==> config.mk <==
export PLATFORM = sky130hd
export DESIGN_NAME = scsi_target_cdb_decoder_top_flat
export DESIGN_NICKNAME = d
export VERILOG_FILES = /design/src/hdl/stcd_pkg.sv /design/src/hdl/stcd_in_if.sv /design/src/hdl/stcd_out_if.sv /design/src/hdl/stcd_collect.sv /design/src/hdl/stcd_decode.sv /design/src/hdl/scsi_target_cdb_decoder_top.sv /design/src/flat_wrapper.sv
export SDC_FILE = /design/constraint.sdc
export NUM_CORES = 1
export LEC_CHECK = 0
export BUFFER_PORTS_ARGS = -buffer_cell sky130_fd_sc_hd__buf_2
export CORE_ASPECT_RATIO = 1.5
export CORE_MARGIN = 2
export CORE_UTILIZATION = 33
export CTS_CLUSTER_DIAMETER = 30
export DETAILED_ROUTE_END_ITERATION = 10
export PLACE_DENSITY_LB_ADDON = 0.12
export SYNTH_ARGS = -nofsm -noshare
export SYNTH_HDL_FRONTEND = slang
export SYNTH_SLANG_ARGS = --single-unit
==> constraint.sdc <==
create_clock -name i_clk -period 9.3 [get_ports i_clk]
set_input_delay 0.93 -clock i_clk [delete_from_list [all_inputs] [get_ports i_clk]]
set_output_delay 0.93 -clock i_clk [all_outputs]
set_load 0.05 [all_outputs]
==> src/hdl/stcd_pkg.sv <==
`timescale 1ns / 1ps
// ----------------------------------------------------------------------------
// stcd_pkg
// Shared constants, codes and types of the SCSI target CDB decoder.
// ----------------------------------------------------------------------------
package stcd_pkg;

    localparam int NUM_IDS  = 8;
    localparam int NUM_LUNS = 2;

    localparam logic [3:0] CDB_MAX  = 4'd12;
    localparam int         CDB_KEPT = 9;

    localparam int CFG_IDX_W  = 2;
    localparam int CFG_DATA_W = 16;
    localparam logic [CFG_IDX_W-1:0] CFG_QUIRK = 2'd0;
    localparam logic [CFG_IDX_W-1:0] CFG_MASK  = 2'd1;

    localparam logic [1:0] QUIRK_VENDOR = 2'd1;

    localparam logic [3:0] KIND_NODATA   = 4'd0;
    localparam logic [3:0] KIND_SENSE    = 4'd1;
    localparam logic [3:0] KIND_READ     = 4'd2;
    localparam logic [3:0] KIND_WRITE    = 4'd3;
    localparam logic [3:0] KIND_INQUIRY  = 4'd4;
    localparam logic [3:0] KIND_MODESNS  = 4'd5;
    localparam logic [3:0] KIND_CAPACITY = 4'd6;
    localparam logic [3:0] KIND_DRVPARAM = 4'd7;
    localparam logic [3:0] KIND_UNSUPP   = 4'd8;

    localparam logic [7:0] OP_TEST_READY  = 8'h00;
    localparam logic [7:0] OP_REZERO      = 8'h01;
    localparam logic [7:0] OP_REQ_SENSE   = 8'h03;
    localparam logic [7:0] OP_FORMAT      = 8'h04;
    localparam logic [7:0] OP_VERIFY6     = 8'h06;
    localparam logic [7:0] OP_REASSIGN    = 8'h07;
    localparam logic [7:0] OP_READ6       = 8'h08;
    localparam logic [7:0] OP_WRITE6      = 8'h0A;
    localparam logic [7:0] OP_SEEK6       = 8'h0B;
    localparam logic [7:0] OP_INQUIRY     = 8'h12;
    localparam logic [7:0] OP_MODE_SNS6   = 8'h1A;
    localparam logic [7:0] OP_START_STOP  = 8'h1B;
    localparam logic [7:0] OP_MEDIUM_LOCK = 8'h1E;
    localparam logic [7:0] OP_READ_CAP    = 8'h25;
    localparam logic [7:0] OP_READ10      = 8'h28;
    localparam logic [7:0] OP_WRITE10     = 8'h2A;
    localparam logic [7:0] OP_SEEK10      = 8'h2B;
    localparam logic [7:0] OP_MODE_SNS10  = 8'h5A;
    localparam logic [7:0] OP_DRV_PARAM   = 8'hC2;

    localparam logic [3:0] SENSE_NONE    = 4'h0;
    localparam logic [3:0] SENSE_ILLEGAL = 4'h5;
    localparam logic [7:0] STATUS_CHECK  = 8'h02;

    typedef struct packed {
        logic                     last;
        logic [3:0]               length;
        logic [2:0]               target;
        logic [CDB_KEPT-1:0][7:0] bytes;
    } t_frame;

    typedef struct packed {
        logic [3:0]  command_kind;
        logic [2:0]  lun;
        logic [31:0] block_address;
        logic [16:0] block_count;
        logic [15:0] alloc_length;
        logic [7:0]  status_byte;
        logic [3:0]  sense_reported;
        logic [3:0]  cdb_length;
    } t_result;

    function automatic logic [3:0] group_len(input logic [2:0] grp);
        logic [3:0] len;
        case (grp)
            3'd1, 3'd2: len = 4'd10;
            3'd5:       len = 4'd12;
            default:    len = 4'd6;
        endcase
        return len;
    endfunction

endpackage

==> src/hdl/stcd_in_if.sv <==
`timescale 1ns / 1ps
// ----------------------------------------------------------------------------
// stcd_in_if
// Command byte channel: one bus byte or bus reset per item.
// ----------------------------------------------------------------------------
interface stcd_in_if;
    logic       valid;
    logic       ready;
    logic       action;
    logic [7:0] data_byte;
    logic [2:0] target_id;

    modport source (output valid, output action, output data_byte, output target_id,
                    input ready);
    modport sink   (input valid, input action, input data_byte, input target_id,
                    output ready);
endinterface

==> src/hdl/stcd_out_if.sv <==
`timescale 1ns / 1ps
// ----------------------------------------------------------------------------
// stcd_out_if
// Decoded command channel: one item per completed CDB.
// ----------------------------------------------------------------------------
interface stcd_out_if;
    logic        valid;
    logic        ready;
    logic [3:0]  command_kind;
    logic [2:0]  lun;
    logic [31:0] block_address;
    logic [16:0] block_count;
    logic [15:0] alloc_length;
    logic [7:0]  status_byte;
    logic [3:0]  sense_reported;
    logic [3:0]  cdb_length;

    modport source (output valid, output command_kind, output lun, output block_address,
                    output block_count, output alloc_length, output status_byte,
                    output sense_reported, output cdb_length, input ready);
    modport sink   (input valid, input command_kind, input lun, input block_address,
                    input block_count, input alloc_length, input status_byte,
                    input sense_reported, input cdb_length, output ready);
endinterface

==> src/hdl/stcd_collect.sv <==
`timescale 1ns / 1ps
// ----------------------------------------------------------------------------
// stcd_collect
// Input register and CDB byte collection: length from the group code,
// target latch and byte store; flags the last byte of a command.
// ----------------------------------------------------------------------------
module stcd_collect (
    input  logic             i_clk,
    input  logic             i_rst_n,
    stcd_in_if.sink          i_cmd,
    input  logic             i_adv,
    output logic             o_pending,
    output stcd_pkg::t_frame o_frame
);

    logic       r_in_vld;
    logic       r_in_act;
    logic [7:0] r_in_byte;
    logic [2:0] r_in_tgt;

    logic [3:0] r_idx, n_idx;
    logic [3:0] r_exp;
    logic [2:0] r_tgt;
    logic [7:0] r_store [stcd_pkg::CDB_KEPT];

    logic       w_accept;
    logic [3:0] w_idx;
    logic       w_first;
    logic [3:0] w_exp;
    logic [2:0] w_tgt;
    logic [3:0] w_idx_inc;
    logic       w_last;

    assign i_cmd.ready = !r_in_vld || i_adv;
    assign w_accept    = i_cmd.valid && i_cmd.ready;
    assign o_pending   = r_in_vld;

    always_ff @(posedge i_clk) begin
        if (!i_rst_n) begin
            r_in_vld <= 1'b0;
        end else if (w_accept) begin
            r_in_vld <= 1'b1;
        end else if (i_adv) begin
            r_in_vld <= 1'b0;
        end
    end

    always_ff @(posedge i_clk) begin
        if (w_accept) begin
            r_in_act  <= i_cmd.action;
            r_in_byte <= i_cmd.data_byte;
            r_in_tgt  <= i_cmd.target_id;
        end
    end

    always_comb begin
        w_idx     = (r_idx >= stcd_pkg::CDB_MAX) ? 4'd0 : r_idx;
        w_first   = (w_idx == 4'd0);
        w_exp     = w_first ? stcd_pkg::group_len(r_in_byte[7:5]) : r_exp;
        w_tgt     = w_first ? r_in_tgt : r_tgt;
        w_idx_inc = w_idx + 4'd1;
        w_last    = (w_idx_inc >= w_exp);
        if (r_in_act) begin
            n_idx = 4'd0;
        end else if (w_last) begin
            n_idx = 4'd0;
        end else begin
            n_idx = w_idx_inc;
        end
    end

    always_ff @(posedge i_clk) begin
        if (!i_rst_n) begin
            r_idx <= 4'd0;
            r_exp <= 4'd0;
            r_tgt <= 3'd0;
        end else if (i_adv) begin
            r_idx <= n_idx;
            if (!r_in_act) begin
                r_exp <= w_exp;
                r_tgt <= w_tgt;
            end
        end
    end

    // bytes beyond the ninth never reach the decode
    always_ff @(posedge i_clk) begin
        if (i_adv && !r_in_act && (w_idx < 4'(stcd_pkg::CDB_KEPT))) begin
            r_store[w_idx] <= r_in_byte;
        end
    end

    always_comb begin
        o_frame.last   = !r_in_act && w_last;
        o_frame.length = w_exp;
        o_frame.target = w_tgt;
        for (int i = 0; i < stcd_pkg::CDB_KEPT; i++) begin
            o_frame.bytes[i] = (w_idx == 4'(i)) ? r_in_byte : r_store[i];
        end
    end

endmodule

==> src/hdl/stcd_decode.sv <==
`timescale 1ns / 1ps
// ----------------------------------------------------------------------------
// stcd_decode
// Opcode decode, field extraction, image check and the persistent
// sense key.
// ----------------------------------------------------------------------------
module stcd_decode (
    input  logic              i_clk,
    input  logic              i_rst_n,
    input  logic              i_adv,
    input  stcd_pkg::t_frame  i_frame,
    input  logic [1:0]        i_quirk,
    input  logic [15:0]       i_mask,
    output stcd_pkg::t_result o_res
);

    logic [3:0]  r_sense, n_sense;

    logic [7:0]  w_c0, w_c1, w_c2, w_c3, w_c4, w_c5, w_c7, w_c8;
    logic [2:0]  w_lun;
    logic [31:0] w_addr6, w_addr10;
    logic [16:0] w_cnt6;
    logic [15:0] w_len10;
    logic [5:0]  w_bit;
    logic        w_img_ok;
    logic        w_need_img;
    logic        w_check;

    assign w_c0 = i_frame.bytes[0];
    assign w_c1 = i_frame.bytes[1];
    assign w_c2 = i_frame.bytes[2];
    assign w_c3 = i_frame.bytes[3];
    assign w_c4 = i_frame.bytes[4];
    assign w_c5 = i_frame.bytes[5];
    assign w_c7 = i_frame.bytes[7];
    assign w_c8 = i_frame.bytes[8];

    assign w_lun    = w_c1[7:5];
    assign w_addr6  = {11'd0, w_c1[4:0], w_c2, w_c3};
    assign w_cnt6   = (w_c4 == 8'd0) ? 17'h100 : {9'd0, w_c4};
    assign w_addr10 = {w_c2, w_c3, w_c4, w_c5};
    assign w_len10  = {w_c7, w_c8};

    assign w_bit    = 6'(i_frame.target) * 6'(stcd_pkg::NUM_LUNS) + 6'(w_lun);
    assign w_img_ok = ({1'b0, i_frame.target} < 4'(stcd_pkg::NUM_IDS))
                   && ({1'b0, w_lun} < 4'(stcd_pkg::NUM_LUNS))
                   && (w_bit < 6'd16)
                   && i_mask[w_bit[3:0]];

    always_comb begin
        o_res.command_kind   = stcd_pkg::KIND_UNSUPP;
        o_res.block_address  = 32'd0;
        o_res.block_count    = 17'd0;
        o_res.alloc_length   = 16'd0;
        o_res.sense_reported = stcd_pkg::SENSE_NONE;
        n_sense              = r_sense;
        w_need_img           = 1'b0;
        w_check              = 1'b0;
        case (w_c0) inside
            stcd_pkg::OP_TEST_READY, stcd_pkg::OP_REZERO, stcd_pkg::OP_FORMAT,
            stcd_pkg::OP_VERIFY6, stcd_pkg::OP_REASSIGN, stcd_pkg::OP_SEEK6,
            stcd_pkg::OP_START_STOP, stcd_pkg::OP_MEDIUM_LOCK, stcd_pkg::OP_SEEK10: begin
                o_res.command_kind = stcd_pkg::KIND_NODATA;
            end
            stcd_pkg::OP_REQ_SENSE: begin
                o_res.command_kind   = stcd_pkg::KIND_SENSE;
                o_res.alloc_length   = {8'd0, w_c4};
                o_res.sense_reported = r_sense;
                n_sense              = stcd_pkg::SENSE_NONE;
            end
            stcd_pkg::OP_READ6, stcd_pkg::OP_WRITE6: begin
                o_res.command_kind  = (w_c0 == stcd_pkg::OP_READ6) ?
                                      stcd_pkg::KIND_READ : stcd_pkg::KIND_WRITE;
                o_res.block_address = w_addr6;
                o_res.block_count   = w_cnt6;
                w_need_img          = 1'b1;
            end
            stcd_pkg::OP_READ10, stcd_pkg::OP_WRITE10: begin
                o_res.command_kind  = (w_c0 == stcd_pkg::OP_READ10) ?
                                      stcd_pkg::KIND_READ : stcd_pkg::KIND_WRITE;
                o_res.block_address = w_addr10;
                o_res.block_count   = {1'b0, w_len10};
                w_need_img          = 1'b1;
            end
            stcd_pkg::OP_INQUIRY: begin
                o_res.command_kind = stcd_pkg::KIND_INQUIRY;
                o_res.alloc_length = {8'd0, w_c4};
            end
            stcd_pkg::OP_MODE_SNS6: begin
                o_res.command_kind = stcd_pkg::KIND_MODESNS;
                o_res.alloc_length = {8'd0, w_c4};
                w_need_img         = 1'b1;
            end
            stcd_pkg::OP_MODE_SNS10: begin
                o_res.command_kind = stcd_pkg::KIND_MODESNS;
                o_res.alloc_length = w_len10;
                w_need_img         = 1'b1;
            end
            stcd_pkg::OP_READ_CAP: begin
                o_res.command_kind = stcd_pkg::KIND_CAPACITY;
                w_need_img         = 1'b1;
            end
            stcd_pkg::OP_DRV_PARAM: begin
                if (i_quirk == stcd_pkg::QUIRK_VENDOR) begin
                    o_res.command_kind = stcd_pkg::KIND_DRVPARAM;
                end else begin
                    w_check = 1'b1;
                    n_sense = stcd_pkg::SENSE_ILLEGAL;
                end
            end
            default: begin
                w_check = 1'b1;
                n_sense = stcd_pkg::SENSE_ILLEGAL;
            end
        endcase
        if (w_need_img && !w_img_ok) begin
            w_check = 1'b1;
        end
        o_res.lun         = w_lun;
        o_res.status_byte = {w_lun, 5'd0} | (w_check ? stcd_pkg::STATUS_CHECK : 8'd0);
        o_res.cdb_length  = i_frame.length;
    end

    always_ff @(posedge i_clk) begin
        if (!i_rst_n) begin
            r_sense <= stcd_pkg::SENSE_NONE;
        end else if (i_adv && i_frame.last) begin
            r_sense <= n_sense;
        end
    end

endmodule

==> src/hdl/scsi_target_cdb_decoder_top.sv <==
// SCSI target CDB decoder. Takes one command byte (or a bus reset) per item
// on i_cmd and returns one decoded command on o_res after the last byte of
// each 6, 10 or 12 byte CDB. One item is accepted every cycle, except while
// the last byte of a command is held as below. The path is the input
// register, then decode into the result register. While a decoded command
// waits on o_res, further bytes are still taken. Only the last byte of the
// next command is held, with the input stalled behind it, until the waiting
// result is taken. quirk_mode and image_present_mask are to be written
// through i_cfg_* only while the block is idle; the block itself does not
// enforce this.
`timescale 1ns / 1ps
// ----------------------------------------------------------------------------
// scsi_target_cdb_decoder_top
// Top level: configuration registers, stage control and result register.
// ----------------------------------------------------------------------------
module scsi_target_cdb_decoder_top (
    input  logic                               i_clk,
    input  logic                               i_rst_n,
    stcd_in_if.sink                            i_cmd,
    stcd_out_if.source                         o_res,
    input  logic                               i_cfg_we,
    input  logic [stcd_pkg::CFG_IDX_W-1:0]     i_cfg_idx,
    input  logic [stcd_pkg::CFG_DATA_W-1:0]    i_cfg_data
);

    logic [1:0]        r_quirk;
    logic [15:0]       r_mask;
    logic              r_out_vld;
    stcd_pkg::t_result r_res;

    logic              w_pending;
    logic              w_adv;
    stcd_pkg::t_frame  w_frame;
    stcd_pkg::t_result w_res;

    // only the last byte of a command needs room in the result register
    assign w_adv = w_pending && (!w_frame.last || !r_out_vld || o_res.ready);

    always_ff @(posedge i_clk) begin
        if (!i_rst_n) begin
            r_quirk <= 2'd0;
            r_mask  <= 16'd0;
        end else if (i_cfg_we) begin
            case (i_cfg_idx)
                stcd_pkg::CFG_QUIRK: r_quirk <= i_cfg_data[1:0];
                stcd_pkg::CFG_MASK:  r_mask  <= i_cfg_data[15:0];
                default: ;
            endcase
        end
    end

    stcd_collect u_collect (
        .i_clk     (i_clk),
        .i_rst_n   (i_rst_n),
        .i_cmd     (i_cmd),
        .i_adv     (w_adv),
        .o_pending (w_pending),
        .o_frame   (w_frame)
    );

    stcd_decode u_decode (
        .i_clk   (i_clk),
        .i_rst_n (i_rst_n),
        .i_adv   (w_adv),
        .i_frame (w_frame),
        .i_quirk (r_quirk),
        .i_mask  (r_mask),
        .o_res   (w_res)
    );

    always_ff @(posedge i_clk) begin
        if (!i_rst_n) begin
            r_out_vld <= 1'b0;
        end else if (w_adv && w_frame.last) begin
            r_out_vld <= 1'b1;
        end else if (o_res.ready) begin
            r_out_vld <= 1'b0;
        end
    end

    always_ff @(posedge i_clk) begin
        if (w_adv && w_frame.last) begin
            r_res <= w_res;
        end
    end

    assign o_res.valid          = r_out_vld;
    assign o_res.command_kind   = r_res.command_kind;
    assign o_res.lun            = r_res.lun;
    assign o_res.block_address  = r_res.block_address;
    assign o_res.block_count    = r_res.block_count;
    assign o_res.alloc_length   = r_res.alloc_length;
    assign o_res.status_byte    = r_res.status_byte;
    assign o_res.sense_reported = r_res.sense_reported;
    assign o_res.cdb_length     = r_res.cdb_length;

endmodule

==> src/flat_wrapper.sv <==
// flat-port wrapper written by rule: the top's interface ports become plain ports
module scsi_target_cdb_decoder_top_flat 
  (i_clk, i_rst_n, i_cfg_we, i_cfg_idx, i_cfg_data, i_cmd_valid, i_cmd_action, i_cmd_data_byte, i_cmd_target_id, i_cmd_ready, o_res_valid, o_res_command_kind, o_res_lun, o_res_block_address, o_res_block_count, o_res_alloc_length, o_res_status_byte, o_res_sense_reported, o_res_cdb_length, o_res_ready);
  stcd_in_if i_cmd_i ();
  stcd_out_if o_res_i ();
  input  logic i_clk;
  input  logic i_rst_n;
  input  logic i_cfg_we;
  input  logic [stcd_pkg::CFG_IDX_W-1:0] i_cfg_idx;
  input  logic [stcd_pkg::CFG_DATA_W-1:0] i_cfg_data;
  input wire logic [$bits(i_cmd_i.valid)-1:0] i_cmd_valid;
  input wire logic [$bits(i_cmd_i.action)-1:0] i_cmd_action;
  input wire logic [$bits(i_cmd_i.data_byte)-1:0] i_cmd_data_byte;
  input wire logic [$bits(i_cmd_i.target_id)-1:0] i_cmd_target_id;
  output wire logic [$bits(i_cmd_i.ready)-1:0] i_cmd_ready;
  output wire logic [$bits(o_res_i.valid)-1:0] o_res_valid;
  output wire logic [$bits(o_res_i.command_kind)-1:0] o_res_command_kind;
  output wire logic [$bits(o_res_i.lun)-1:0] o_res_lun;
  output wire logic [$bits(o_res_i.block_address)-1:0] o_res_block_address;
  output wire logic [$bits(o_res_i.block_count)-1:0] o_res_block_count;
  output wire logic [$bits(o_res_i.alloc_length)-1:0] o_res_alloc_length;
  output wire logic [$bits(o_res_i.status_byte)-1:0] o_res_status_byte;
  output wire logic [$bits(o_res_i.sense_reported)-1:0] o_res_sense_reported;
  output wire logic [$bits(o_res_i.cdb_length)-1:0] o_res_cdb_length;
  input wire logic [$bits(o_res_i.ready)-1:0] o_res_ready;
  assign i_cmd_i.valid = i_cmd_valid;
  assign i_cmd_i.action = i_cmd_action;
  assign i_cmd_i.data_byte = i_cmd_data_byte;
  assign i_cmd_i.target_id = i_cmd_target_id;
  assign i_cmd_ready = i_cmd_i.ready;
  assign o_res_valid = o_res_i.valid;
  assign o_res_command_kind = o_res_i.command_kind;
  assign o_res_lun = o_res_i.lun;
  assign o_res_block_address = o_res_i.block_address;
  assign o_res_block_count = o_res_i.block_count;
  assign o_res_alloc_length = o_res_i.alloc_length;
  assign o_res_status_byte = o_res_i.status_byte;
  assign o_res_sense_reported = o_res_i.sense_reported;
  assign o_res_cdb_length = o_res_i.cdb_length;
  assign o_res_i.ready = o_res_ready;
  scsi_target_cdb_decoder_top u_core (.i_clk(i_clk), .i_rst_n(i_rst_n), .i_cmd(i_cmd_i), .o_res(o_res_i), .i_cfg_we(i_cfg_we), .i_cfg_idx(i_cfg_idx), .i_cfg_data(i_cfg_data));
endmodule
* Yosys cells after proc, flatten, opt, wreduce, memory -nomap -nowiden *
Memories as Yosys holds them, arrays and structs flattened.
Cells that the tools add are included.
W data, S select, Z words.

storage, ports and cells
  register bits = 135
  latch bits = 0
  bits in writable memories = 72
  bits in read-only memories = 0
  input port bits = 35
  output and inout bits = 90
  logic and storage cells = 180
  memories = 1

cells by class
  add/subtract/negate cells = 2
  multipliers = 0
  div/mod/pow operators = 0
  magnitude comparators = 6
  equality and inequality tests = 37
  shift operators = 0
  multiplexer cells = 71
  bitwise logic cells = 6
  reductions and logical operators = 35

memories
  memory                    words  bits a word  read ports  clocked after memory_dff  wr ports  RTL line            source
  u_core.u_collect.r_store  9      8            8           0                         1         stcd_collect.sv:24  logic [7:0] r_store [stcd_pkg::CDB_KEPT];

operators with widths
  operator              count
  $mux W8               14
  $mux W4               21
  $mux W38              2
  $eq A8 B5 Y1 const B  4
  $eq A8 B6 Y1 const B  4
  $mux W1               29
  $eq A8 B3 Y1 const B  3
  $eq A8 B4 Y1 const B  3
  $reduce_or A10 Y1     2
  $reduce_or A17 Y1     1
  $logic_not A8 Y1      2
  $reduce_or A13 Y1     1
  $eq A4 B3 Y1 const B  3
  $ne A2 B2 Y1 const B  6
  $logic_and A1 B1 Y1   9
  $mux W9               1
  $reduce_and A9 Y1     1
  $reduce_or A9 Y1      1
  $eq A4 B2 Y1 const B  2
  $eq A8 B1 Y1 const B  1
  $eq A8 B2 Y1 const B  1
  $eq A8 B7 Y1 const B  1
  $eq A8 B8 Y1 const B  1
  $or A8 B2 Y8          1
  27 further kinds      43

* Depth between registers and ports, before layout *
Gate-level depths: netlist of run 1.

  word-level depth = 17
  gate-level depth with buffers = 17

* Modules after synthesis *
Synthesis of run 1 repeated with hierarchy kept, for this count alone.

second synthesis, totals
  cells, all modules = 669
  area total of the unflattened synthesis = 9426.5 um^2

modules (own cells, without submodules)
  module                       instances  cells an instance  area an instance (um^2)
  stcd_collect                 1          285                4505.6
  scsi_target_cdb_decoder_top  1          173                3433.3
  stcd_decode                  1          211                1487.7

* Least setup slack after synthesis of run 1 *
Ideal clock, no wire load.

  kind = register -> register
  from = reg u_core.u_collect.r_idx[2]
  to = reg u_core.u_decode.r_sense[0]
  library setup time = 0.128 ns
  arrival time = 7.066 ns
  required time = 9.172 ns
  path slack = 2.106 ns
  stages on the path, launching flop included = 18
  buffers on the path = 2
  period minus slack after synthesis = 7.194 ns
  path through = dfxtp_1 ha_1 and2b_1 inv_1 ha_1 and2_1 buf_6 buf_2 o211ai_1 o21a_1 inv_1 ha_1 a21oi_1 a211o_1 a31oi_1 nand2_1 nand3_1 o21ai_1

RTL lines
  item                      RTL line            source
  start: declaration        stcd_collect.sv:21  logic [3:0] r_idx, n_idx;
  start signal: assignment  stcd_collect.sv:78  r_idx <= n_idx;
  end signal: assignment    stcd_decode.sv:126  r_sense <= stcd_pkg::SENSE_NONE;
  end signal: assignment    stcd_decode.sv:128  r_sense <= n_sense;
  end: declaration          stcd_decode.sv:17   logic [3:0] r_sense, n_sense;

==> results.cfg, run 1 <==
[layout]
regArea_sq_mm = 0.00524
multi_input_area_sq_mm = 0.00268
nNetsFinal = 791
num-fill-cells = 2336
syn_to_final_growth_pct = 16.5
drive_gt1_share_pct = 22.6
mostFrequentLayoutCell = edfxtp_1
layout_common_cells = edfxtp_1 (153), buf_2 (117), nand2_1 (66)
antennaDiodeCount = 0

[power]
powerDensity_mw_per_mm2 = 176
finalPower_uw = 1690
ir_drop_v = 0.000118
leakage_uw = 0.00350

[global_routing]
track_usage_pct = 15.9
grt_pass1_vias = 5640
antenna_found_initial = 0
grt_first_pass_wirelength_um = 32000
grt_max_degree = 49
grt_overflow = 0

[placed_design]
hpwl_um = 13700
post-place-ws_ps = 4230
place.gp.congestion = 0.821
io_buffers = 117

[detailed_routing]
viasPerCell = 5.00
wl_per_cell_um = 18.4
drt_iter0_markers = 392
wirelength_um = 19800
drc = 0
vias = 5381
ant_nets = 0
first_pass_iters = 5

[synth]
synthArstFlopShare_pct = 0
avgSynthCellArea_sq_um = 12.9
ys_types = 64
yosys_warnings = 0
synth.cell_area_sq_mm = 0.00821
synth.yosys.seq_area_share_pct = 63.8
synth-edff-count = 153
dominantRegCellSynth = edfxtp_1
netlist_instances = 637
ys_seq_elements = 185

[die]
die_area_sq_mm = 0.0262
start_util_pct = 33.6
row_count = 70
core_area_sq_mm = 0.0244
die_h_um = 197
io_pins = 125
die_w_um = 133

[critical_path]
crit_chain = ha_1 -> and2b_1 -> inv_1 -> ha_1 -> and2_1 -> o211ai_1 -> o21a_1 -> inv_1 -> ha_1 -> a21oi_1 -> a21oi_1 -> nand2_1 -> buf_2
worstRegToRegCells = 13
r2r_start = u_core.u_collect.r_idx[3]$_SDFFE_PN0N_
cp_data_arrival_time_ps = 4400
r2r_end = u_core.u_collect.r_store[3][0]$_DFFE_PP_
cp.required_ps = 8370
rrSetupSlack_ps = 4250
path_buf_inv = 3
crit_path_top_delay_cell = and2_1
criticalPathCategory = reg2out
crit_family = compound AO/OA/AOI/OAI gates
critical-path-max-stage-delay_ps = 620
setup.worst_path.start_class = register
critPathMaxFanout = 20
cp_common_cell = ha_1
end_kind = output port

[cts]
cts_setup_buffers = 0
ctsLongestPathBuffers = 2
cts_tree = yes
clock_latency_ps = 430
cts_hold_buf = 0
cts_buffers = 17
h-tree-depth = 4
cts.reportedPaths.clkPinSlew_ps = 70
cts-root-buf = clkbuf_16
cts.sinks = 185
cts_resized = 0

[timing]
setup_ws_ps = 3970
max_slew.worst_pin.slew_ps = 1110
period_share_pct = 57.3
worst_slew_margin_rel_pct = 26.0
setup_violations = 0
slew_violations = 0
hold_viol = 0
tns_ps = 0
period_minus_slack_ps = 5330
rsz0062_at_grt = false
finClkSkew_ps = 9.19
fmax_mhz = 188

[worst_hold_path]
min_to = u_core.u_collect.r_exp[0]$_SDFFE_PN0P_
min_from = u_core.u_collect.r_exp[0]$_SDFFE_PN0P_
holdPathStages = 2
hold_path.class = reg2reg

[outcome]
status = completed

[run]
cap_violations = 0
==> routing by layer <==
layer	vias to the layer above	wire length [um]	GRT usage [%]
met4	0	474	6.45
met5	-	0	0
met3	29	799	3.39
li1	2573	-	-
met1	2632	8200	18.7
met2	147	10300	28.0
==> how the worst max path moves through the flow <==
stage	cells past startpoint	slack, ps	end	startpoint
3_3_place_gp	13	4510	u_core.u_collect.r_store[5][0]$_DFFE_PP_	u_core.u_collect.r_idx[3]$_SDFFE_PN0N_
4_1_cts	13	3970	i_cmd_ready	u_core.u_collect.r_idx[3]$_SDFFE_PN0N_
5_1_grt	13	3510	i_cmd_ready	u_core.u_collect.r_idx[3]$_SDFFE_PN0N_
6_report	13	3970	i_cmd_ready	u_core.u_collect.r_idx[3]$_SDFFE_PN0N_
3_5_place_dp	13	4230	u_core.u_collect.r_store[3][5]$_DFFE_PP_	u_core.u_collect.r_idx[3]$_SDFFE_PN0N_
2_1_floorplan	17	2110	u_core.u_decode.r_sense[0]$_SDFFE_PN0P_	u_core.u_collect.r_idx[2]$_SDFFE_PN0N_
==> synthesized netlist by cell type (all sizes together), types with 2 or more instances <==
cell type / n / area (sq um)
a211oi: 5 / 37.5
a21boi: 21 / 158
a21o: 3 / 22.5
a21oi: 11 / 58.8
a31oi: 8 / 56.3
and2: 5 / 31.3
and2b: 2 / 15.0
and3: 2 / 12.5
and3b: 2 / 17.5
and4b: 4 / 40.0
buf: 27 / 191
clkbuf: 20 / 75.1
dfxtp: 32 / 641
edfxtp: 153 / 4590
ha: 15 / 188
inv: 18 / 67.6
mux2i: 66 / 677
mux4: 2 / 45.0
nand2: 67 / 254
nand2b: 4 / 25.0
nand3: 14 / 70.1
nand3b: 3 / 22.5
nand4: 7 / 43.8
nand4b: 3 / 26.3
nor2: 45 / 169
nor2b: 5 / 31.3
nor3: 4 / 20.0
nor3b: 3 / 27.5
nor4: 2 / 12.5
o21a: 2 / 15.0
o21ai: 19 / 98.9
o22a: 2 / 17.5
o22ai: 38 / 238
o31a: 2 / 17.5
or3: 2 / 12.5
xnor2: 2 / 17.5
==> sequential cells by signal, summed over array words and instances, names as in the netlist <==
register / count
u_core.u_collect.r_store: 64
u_core.o_res.block_address: 32
u_core.o_res.alloc_length: 16
u_core.o_res.block_count: 16
u_core.r_mask: 16
u_core.u_collect.r_in_byte: 8
u_core.o_res.cdb_length: 4
u_core.o_res.command_kind: 4
u_core.u_collect.r_exp: 4
u_core.u_collect.r_idx: 4
u_core.u_collect.r_in_tgt: 3
u_core.u_collect.r_tgt: 3
u_core.o_res.lun: 2
u_core.o_res.status_byte: 2
u_core.r_quirk: 2
u_core.o_res.sense_reported: 1
u_core.o_res.valid: 1
u_core.u_collect.o_pending: 1
u_core.u_collect.r_in_act: 1
u_core.u_decode.r_sense: 1
==> worst min-delay path, cell delays in order, from the launching register on <==
cell and delay, ps:
dfxtp_1 310, nand2_1 50, nor2_1 30
==> where the power goes <==
group | leakage, uW | switching (uW) | internal (uW)
Combinational | 0.00170 | 72.5 | 34.7
Sequential | 0.00154 | 8.72 | 903
Clock | 0.000254 | 323 | 343
Total | 0.00350 | 405 | 1280
==> per-stage QoR <==
step / hold slack [ps] / instances / util (%) / area (sq um)
floorplan: 410 / 643 / - / 8230
global placement: 423 / 1045 / 37.0 / 9040
detailed placement: 422 / 1045 / 37.0 / 9040
CTS: 434 / 1077 / 39.2 / 9570
global route: 471 / 1077 / 39.2 / 9570
finish: 432 / 1077 / 39.2 / 9570
==> cell families after synthesis <==
| group | count (synthesis) | share of synthesized area, % |
|---|---|---|
| adder cells (fa/ha/maj) | 16 | 2.53 |
| XOR/XNOR | 2 | 0.213 |
| multiplexers | 69 | 8.93 |
| AO/OA/AOI/OAI | 121 | 9.86 |
| AND/OR/NAND/NOR | 178 | 10.6 |
| other | 1 | 0.0457 |
| buffers and inverters | 65 | 4.07 |
| flip-flops | 185 | 63.8 |
==> cell type report <==
class | instances | share of cell area, %
clock buffers | 18 | 4.49
clock inverters | 14 | 1.06
inverters | 18 | 0.706
multi-input cells | 393 | 28.1
flip-flops and latches | 185 | 54.7
well taps | 324 | 4.24
repair buffers | 125 | 6.75
(Power assumes the default switching activity.)
==> inputs of run 2 (changes only) <==
--- a/config.mk
+++ b/config.mk
@@ -5,6 +5,7 @@
 export SDC_FILE = /design/constraint.sdc
 export NUM_CORES = 1
 export LEC_CHECK = 0
+export ABC_AREA = 1
 export BUFFER_PORTS_ARGS = -buffer_cell sky130_fd_sc_hd__buf_2
 export CORE_ASPECT_RATIO = 1.5
 export CORE_MARGIN = 2
==> constraint.sdc (replaced) <==
create_clock -name i_clk -period 4.5 [get_ports i_clk]
set_input_delay 0.45 -clock i_clk [delete_from_list [all_inputs] [get_ports i_clk]]
set_output_delay 0.45 -clock i_clk [all_outputs]
set_load 0.05 [all_outputs]
==> run 2 against run 1 <==
  * Global-route usage hardly changed
  * Worst hold slack worse by 240 ps
  * Count of clock-buffer cells in the layout down 1
  * Non-clock buffer count is 13 higher
  * Critical endpoint is now u_core.u_collect.r_store[4][3]$_DFFE_PP_
  * Highest routed layer unchanged
==> results.cfg, run 2 <==
[synth]
synth.cell_area_sq_mm = 0.00840
netlist_instances = 808
yosys_warnings = 0
avgSynthCellArea_sq_um = 10.4
synth.yosys.seq_area_share_pct = 62.4
synth_top_area_share_pct = 54.7
synth-edff-count = 153
ys_types = 41
synth_common_cells = edfxtp_1 (153), nand2_1 (128), nor2_1 (127), o21ai_0 (63), inv_1 (61)
ys_seq_elements = 185
dominantRegCellSynth = edfxtp_1
post-synth-top-area-cell = edfxtp_1
synthArstFlopShare_pct = 0
yosysMostFrequentCell = edfxtp_1
synthTopCellsByArea = edfxtp_1 (55%), dfxtp_1 (7.6%), nand2_1 (5.7%), nor2_1 (5.7%), o21ai_0 (3.8%)

[detailed_routing]
wirelength_um = 20500
ant_nets = 0
drt_iter0_markers = 265
first_pass_iters = 7
vias = 5855
drc = 0
viasPerCell = 4.60
wl_per_cell_um = 16.1

[timing]
slew_violations = 0
setup_ws_ps = 810
fmax_mhz = 271
worst_slew_margin_rel_pct = 56.7
period_share_pct = 82.0
setup_violations = 0
period_minus_slack_ps = 3690
rsz0062_at_grt = false
hold_viol = 0
finClkSkew_ps = 13.5
tns_ps = 0
max_slew.worst_pin.slew_ps = 649

[layout]
multi_input_area_sq_mm = 0.00267
nNetsFinal = 984
syn_to_final_growth_pct = 18.1
finish.utilization_pct = 39.6
mostFrequentLayoutCell = edfxtp_1
layout_common_cells = edfxtp_1 (153), nand2_1 (128), nor2_1 (127)
antennaDiodeCount = 0
num-fill-cells = 2581
regArea_sq_mm = 0.00524
drive_gt1_share_pct = 23.4
largest_reg_flops = 64
largest_register = u_core.u_collect.r_store

[placed_design]
place.gp.congestion = 0.786
post-place-ws_ps = 759
hpwl_um = 14900
io_buffers = 117

[cts]
cts_hold_buf = 0
cts.sinks = 185
cts_buffers = 17
h-tree-depth = 4
clock_latency_ps = 440
cts_resized = 0
cts_tree = yes
cts.reportedPaths.clkPinSlew_ps = 70
cts-root-buf = clkbuf_16
ctsLongestPathBuffers = 2
cts_setup_buffers = 0

[critical_path]
cp_data_arrival_time_ps = 3760
r2r_start = u_core.u_collect.r_idx[3]$_SDFFE_PN0N_
cp.required_ps = 4570
criticalPathCategory = reg2reg
critPathMaxFanout = 8
crit_end = u_core.u_collect.r_store[4][3]$_DFFE_PP_
r2r_end = u_core.u_collect.r_store[4][3]$_DFFE_PP_
setup.worst_path.start_class = register
end_kind = register
crit_start = u_core.u_collect.r_idx[3]$_SDFFE_PN0N_
rrSetupSlack_ps = 810
worstRegToRegCells = 16

[die]
die_w_um = 134
io_pins = 125
die_h_um = 199
core_area_sq_mm = 0.0251
start_util_pct = 33.5
row_count = 71
die_area_sq_mm = 0.0268

[global_routing]
grt_overflow = 0
grt_first_pass_wirelength_um = 31900
grt_max_degree = 46
antenna_found_initial = 0
track_usage_pct = 15.9
grt_pass1_vias = 5838

[power]
powerDensity_mw_per_mm2 = 374
ir_drop_v = 0.000274
leakage_uw = 0.00377

[run]
cap_violations = 0

[outcome]
status = completed

[worst_hold_path]
hold_path.class = in2reg
==> run 2: cell count changes after synthesis, sizes merged, moves of 5 or more <==
cell    change
a31oi       -8
a211oi      -5
nand2      +88
nor2       +91
nor2b       -5
inv        +47
o21ai      +56
o22ai      -24
nand3      +28
a21oi      +48
a21boi     -21
mux2i      -66
clkbuf      -9
==> run 2: metrics by stage <==
| stage | std cells | instance area (sq um) | total power (uW) | hold slack, ps |
|---|---|---|---|---|
| 2_1_floorplan | 814 | 8420 | 2150 | 421 |
| 3_3_place_gp | 1242 | 9320 | 2250 | 440 |
| 3_5_place_dp | 1242 | 9320 | 2250 | 441 |
| 4_1_cts | 1272 | 9920 | 3760 | 169 |
| 5_1_grt | 1272 | 9920 | 3860 | 164 |
| 6_report | 1272 | 9920 | 3710 | 195 |
==> run 2: cell families (layout without fill, tap and decap cells) <==
family	count (synthesis)	count (layout)	share of synthesized area [%]
XOR/XNOR	2	2	0.209
adder cells (fa/ha/maj)	16	16	2.47
flip-flops	185	185	62.4
other	1	7	0.0447
AO/OA/AOI/OAI	151	151	9.69
buffers and inverters	104	234	6.08
AND/OR/NAND/NOR	349	349	19.2
==> run 2: layout make-up <==
type | count | area share (%)
Clock inverter | 13 | 1.70
Multi-Input combinational cell | 525 | 26.9
Clock buffer | 17 | 4.29
Inverter | 66 | 2.51
Tap cell | 328 | 4.14
Sequential cell | 185 | 52.8
Timing Repair Buffer | 138 | 7.62
==> run 2: power by group <==
| group | internal (uW) | switching, uW |
|---|---|---|
| registers | 1880 | 25.6 |
| logic | 83.6 | 219 |
| clock network | 829 | 673 |
| total | 2790 | 918 |
==> run 2: worst min-delay path by stage <==
stage / from / end / slack (ps) / cells after the start
after floorplan: u_core.r_quirk[0]$_SDFFE_PN0P_ / u_core.r_quirk[0]$_SDFFE_PN0P_ / 420 / 2
after global placement: u_core.u_collect.r_tgt[0]$_SDFFE_PN0P_ / u_core.u_collect.r_tgt[0]$_SDFFE_PN0P_ / 440 / 2
after detailed placement: u_core.u_collect.r_tgt[1]$_SDFFE_PN0P_ / u_core.u_collect.r_tgt[1]$_SDFFE_PN0P_ / 440 / 2
after CTS: i_cmd_action / u_core.u_collect.r_in_act$_DFFE_PP_ / 170 / 1
after global routing: i_cmd_target_id[1] / u_core.u_collect.r_in_tgt[1]$_DFFE_PP_ / 160 / 1
final: i_cmd_action / u_core.u_collect.r_in_act$_DFFE_PP_ / 190 / 1
==> run 2: metal layers <==
layer | global-route usage (%) | vias up | share of wire, %
met5 | 0 | - | 0
met4 | 5.46 | 0 | 1.9
met2 | 29.6 | 141 | 54
li1 | - | 2977 | -
met1 | 17.7 | 2716 | 40
met3 | 3.37 | 21 | 4.2
==> run 2: critical path: stages, from the launching register on <==
cell,delay (ps)
dfxtp_1,400
ha_1,180
inv_1,50
nand2_1,170
ha_1,250
nand2_4,60
inv_1,180
nand2_1,110
o22ai_1,240
ha_1,300
a21oi_1,160
nand2_2,120
nand3_2,80
nand2_2,100
nor2_4,110
o211ai_2,230
nor2_1,580
==> inputs of run 3 (changes only) <==
==> constraint.sdc (replaced) <==
create_clock -name i_clk -period 3.3 [get_ports i_clk]
set_input_delay 0.33 -clock i_clk [delete_from_list [all_inputs] [get_ports i_clk]]
set_output_delay 0.33 -clock i_clk [all_outputs]
set_load 0.05 [all_outputs]
==> run 3 against run 2 <==
  * Global-route usage rose by 0.15 points
  * Via count is 0.96% higher
  * Count of clock-buffer cells in the layout grew 1
  * Combinational power increased by 45%
  * Wire length is 1.4% higher
  * First-iteration DRC count shrank 1.1%
==> results.cfg, run 3 (synthesis gave the netlist of run 2 again) <==
[die]
core_area_sq_mm = 0.0251
die_w_um = 134
start_util_pct = 33.5
die_h_um = 199
row_count = 71
io_pins = 125
die_area_sq_mm = 0.0268

[timing]
rsz0062_at_grt = false
setup_ws_ps = 217
slew_violations = 0
period_share_pct = 93.4
setup_violations = 0
worst_slew_margin_rel_pct = 60.0
period_minus_slack_ps = 3080
finClkSkew_ps = 12.0
hold_viol = 0
fmax_mhz = 324
max_slew.worst_pin.slew_ps = 598

[cts]
h-tree-depth = 4
cts-root-buf = clkbuf_16
cts_hold_buf = 0
ctsLongestPathBuffers = 2
clock_latency_ps = 430
cts_setup_buffers = 0
cts.reportedPaths.clkPinSlew_ps = 70
cts.sinks = 185
cts_buffers = 17
cts_resized = 0
cts_tree = yes

[detailed_routing]
wl_per_cell_um = 16.1
vias = 5911
wirelength_um = 20800
drt_iter0_markers = 262
viasPerCell = 4.59
ant_nets = 0
drc = 0
first_pass_iters = 5

[critical_path]
end_kind = output port
path_buf_inv = 5
critPathMaxFanout = 8
criticalPathCategory = reg2out
critical-path-max-stage-delay_ps = 350
crit_chain = ha_2 -> inv_2 -> nand2_4 -> ha_4 -> nand2_4 -> inv_6 -> nand2_4 -> inv_2 -> a21oi_2 -> ha_1 -> o21ai_1 -> nand2_1 -> nand2_1 -> nand2_2 -> buf_4 -> nand4_1 -> buf_6
crit_path_top_delay_cell = dfxtp_2
setup.worst_path.start_class = register
cp_common_cell = nand2_4
cp_data_arrival_time_ps = 2750
crit_family = simple AND/OR/NAND/NOR gates
cp.required_ps = 2970

[layout]
antennaDiodeCount = 0
regArea_sq_mm = 0.00524
multi_input_area_sq_mm = 0.00273
stdcell_area_sq_mm = 0.0102
drive_gt1_share_pct = 26.1
largest_register = u_core.u_collect.r_store
syn_to_final_growth_pct = 21.0
num-fill-cells = 2502
largest_reg_flops = 64
layout_common_cells = edfxtp_1 (153), nor2_1 (127), nand2_1 (125)
nNetsFinal = 998
mostFrequentLayoutCell = edfxtp_1
fin_cells = 1288

[run]
cap_violations = 0

[placed_design]
io_buffers = 117
post-place-ws_ps = 200
hpwl_um = 15400
dp.cells = 1256
place.gp.congestion = 0.812
post_dp_cell_area_sq_mm = 0.00950

[global_routing]
grt_first_pass_wirelength_um = 32100
antenna_found_initial = 0
grt_overflow = 0
grt_max_degree = 63
track_usage_pct = 16.0
grt_pass1_vias = 5791

[power]
switching_share_pct = 23.9
p_switching_uw = 1250
ir_drop_v = 0.000345
clockPowerShare_pct = 42.0
powerDensity_mw_per_mm2 = 516
seqPwrFrac_pct = 49.6
internal_power_uw = 3990
pwr-share-comb_pct = 8.4
leakage_uw = 0.00388

[outcome]
status = completed

[worst_hold_path]
hold_path.class = in2reg
==> run 3: changes by cell type in the layout (fill, tap and decap cells not counted), moves of 3 or more <==
cell	delta
buf_4	+13
ha_1	-3
inv_1	-3
nand2_1	-3
nand2_4	+3
==> run 3: metrics by stage <==
step / TNS, ps / total power, uW / utilization [%] / hold slack [ps]
2_1_floorplan: -23650 / 2940 / - / 421
3_3_place_gp: 0 / 3100 / 37.9 / 438
3_5_place_dp: 0 / 3100 / 37.9 / 443
4_1_cts: 0 / 5300 / 40.5 / 51.6
5_1_grt: 0 / 5440 / 40.6 / 49.6
6_report: 0 / 5240 / 40.6 / 69.0
==> run 3: layout make-up <==
type,count,area share (%)
clock inverter,14,2.12
inverter,66,2.52
tap,328,4.04
clock buffer,18,4.22
sequential,185,51.6
multi-input combinational,525,26.9
timing repair buffer,152,8.66
==> run 3: final timing paths <==
path,startpoint,endpoint,slack [ps],depth (start not counted)
worst max-delay path,u_core.u_collect.r_idx[3]$_SDFFE_PN0N_,i_cmd_ready,220,17
worst min-delay path,i_cmd_data_byte[6],u_core.u_collect.r_in_byte[6]$_DFFE_PP_,70,1
worst max register to register,u_core.u_collect.r_idx[3]$_SDFFE_PN0N_,u_core.o_res.status_byte[1]$_DFFE_PP_,260,16
worst min register to register,u_core.r_quirk[0]$_SDFFE_PN0P_,u_core.r_quirk[0]$_SDFFE_PN0P_,450,2
==> run 3: power by group through the flow <==
stage | registers, uW | logic (uW) | clock network, uW
6_report | 2600 | 440 | 2200
4_1_cts | 2600 | 445 | 2250
5_1_grt | 2600 | 487 | 2350
3_5_place_dp | 2650 | 443 | 0
2_1_floorplan | 2680 | 267 | 0
3_3_place_gp | 2650 | 441 | 0
==> run 3: routing by layer <==
layer	vias to the layer above	global-route usage, %	part of all wire [%]
met5	-	0	0
met4	0	7.02	2.9
met3	36	3.17	4.2
met2	149	29.7	53
met1	2718	17.6	40
li1	3008	-	-
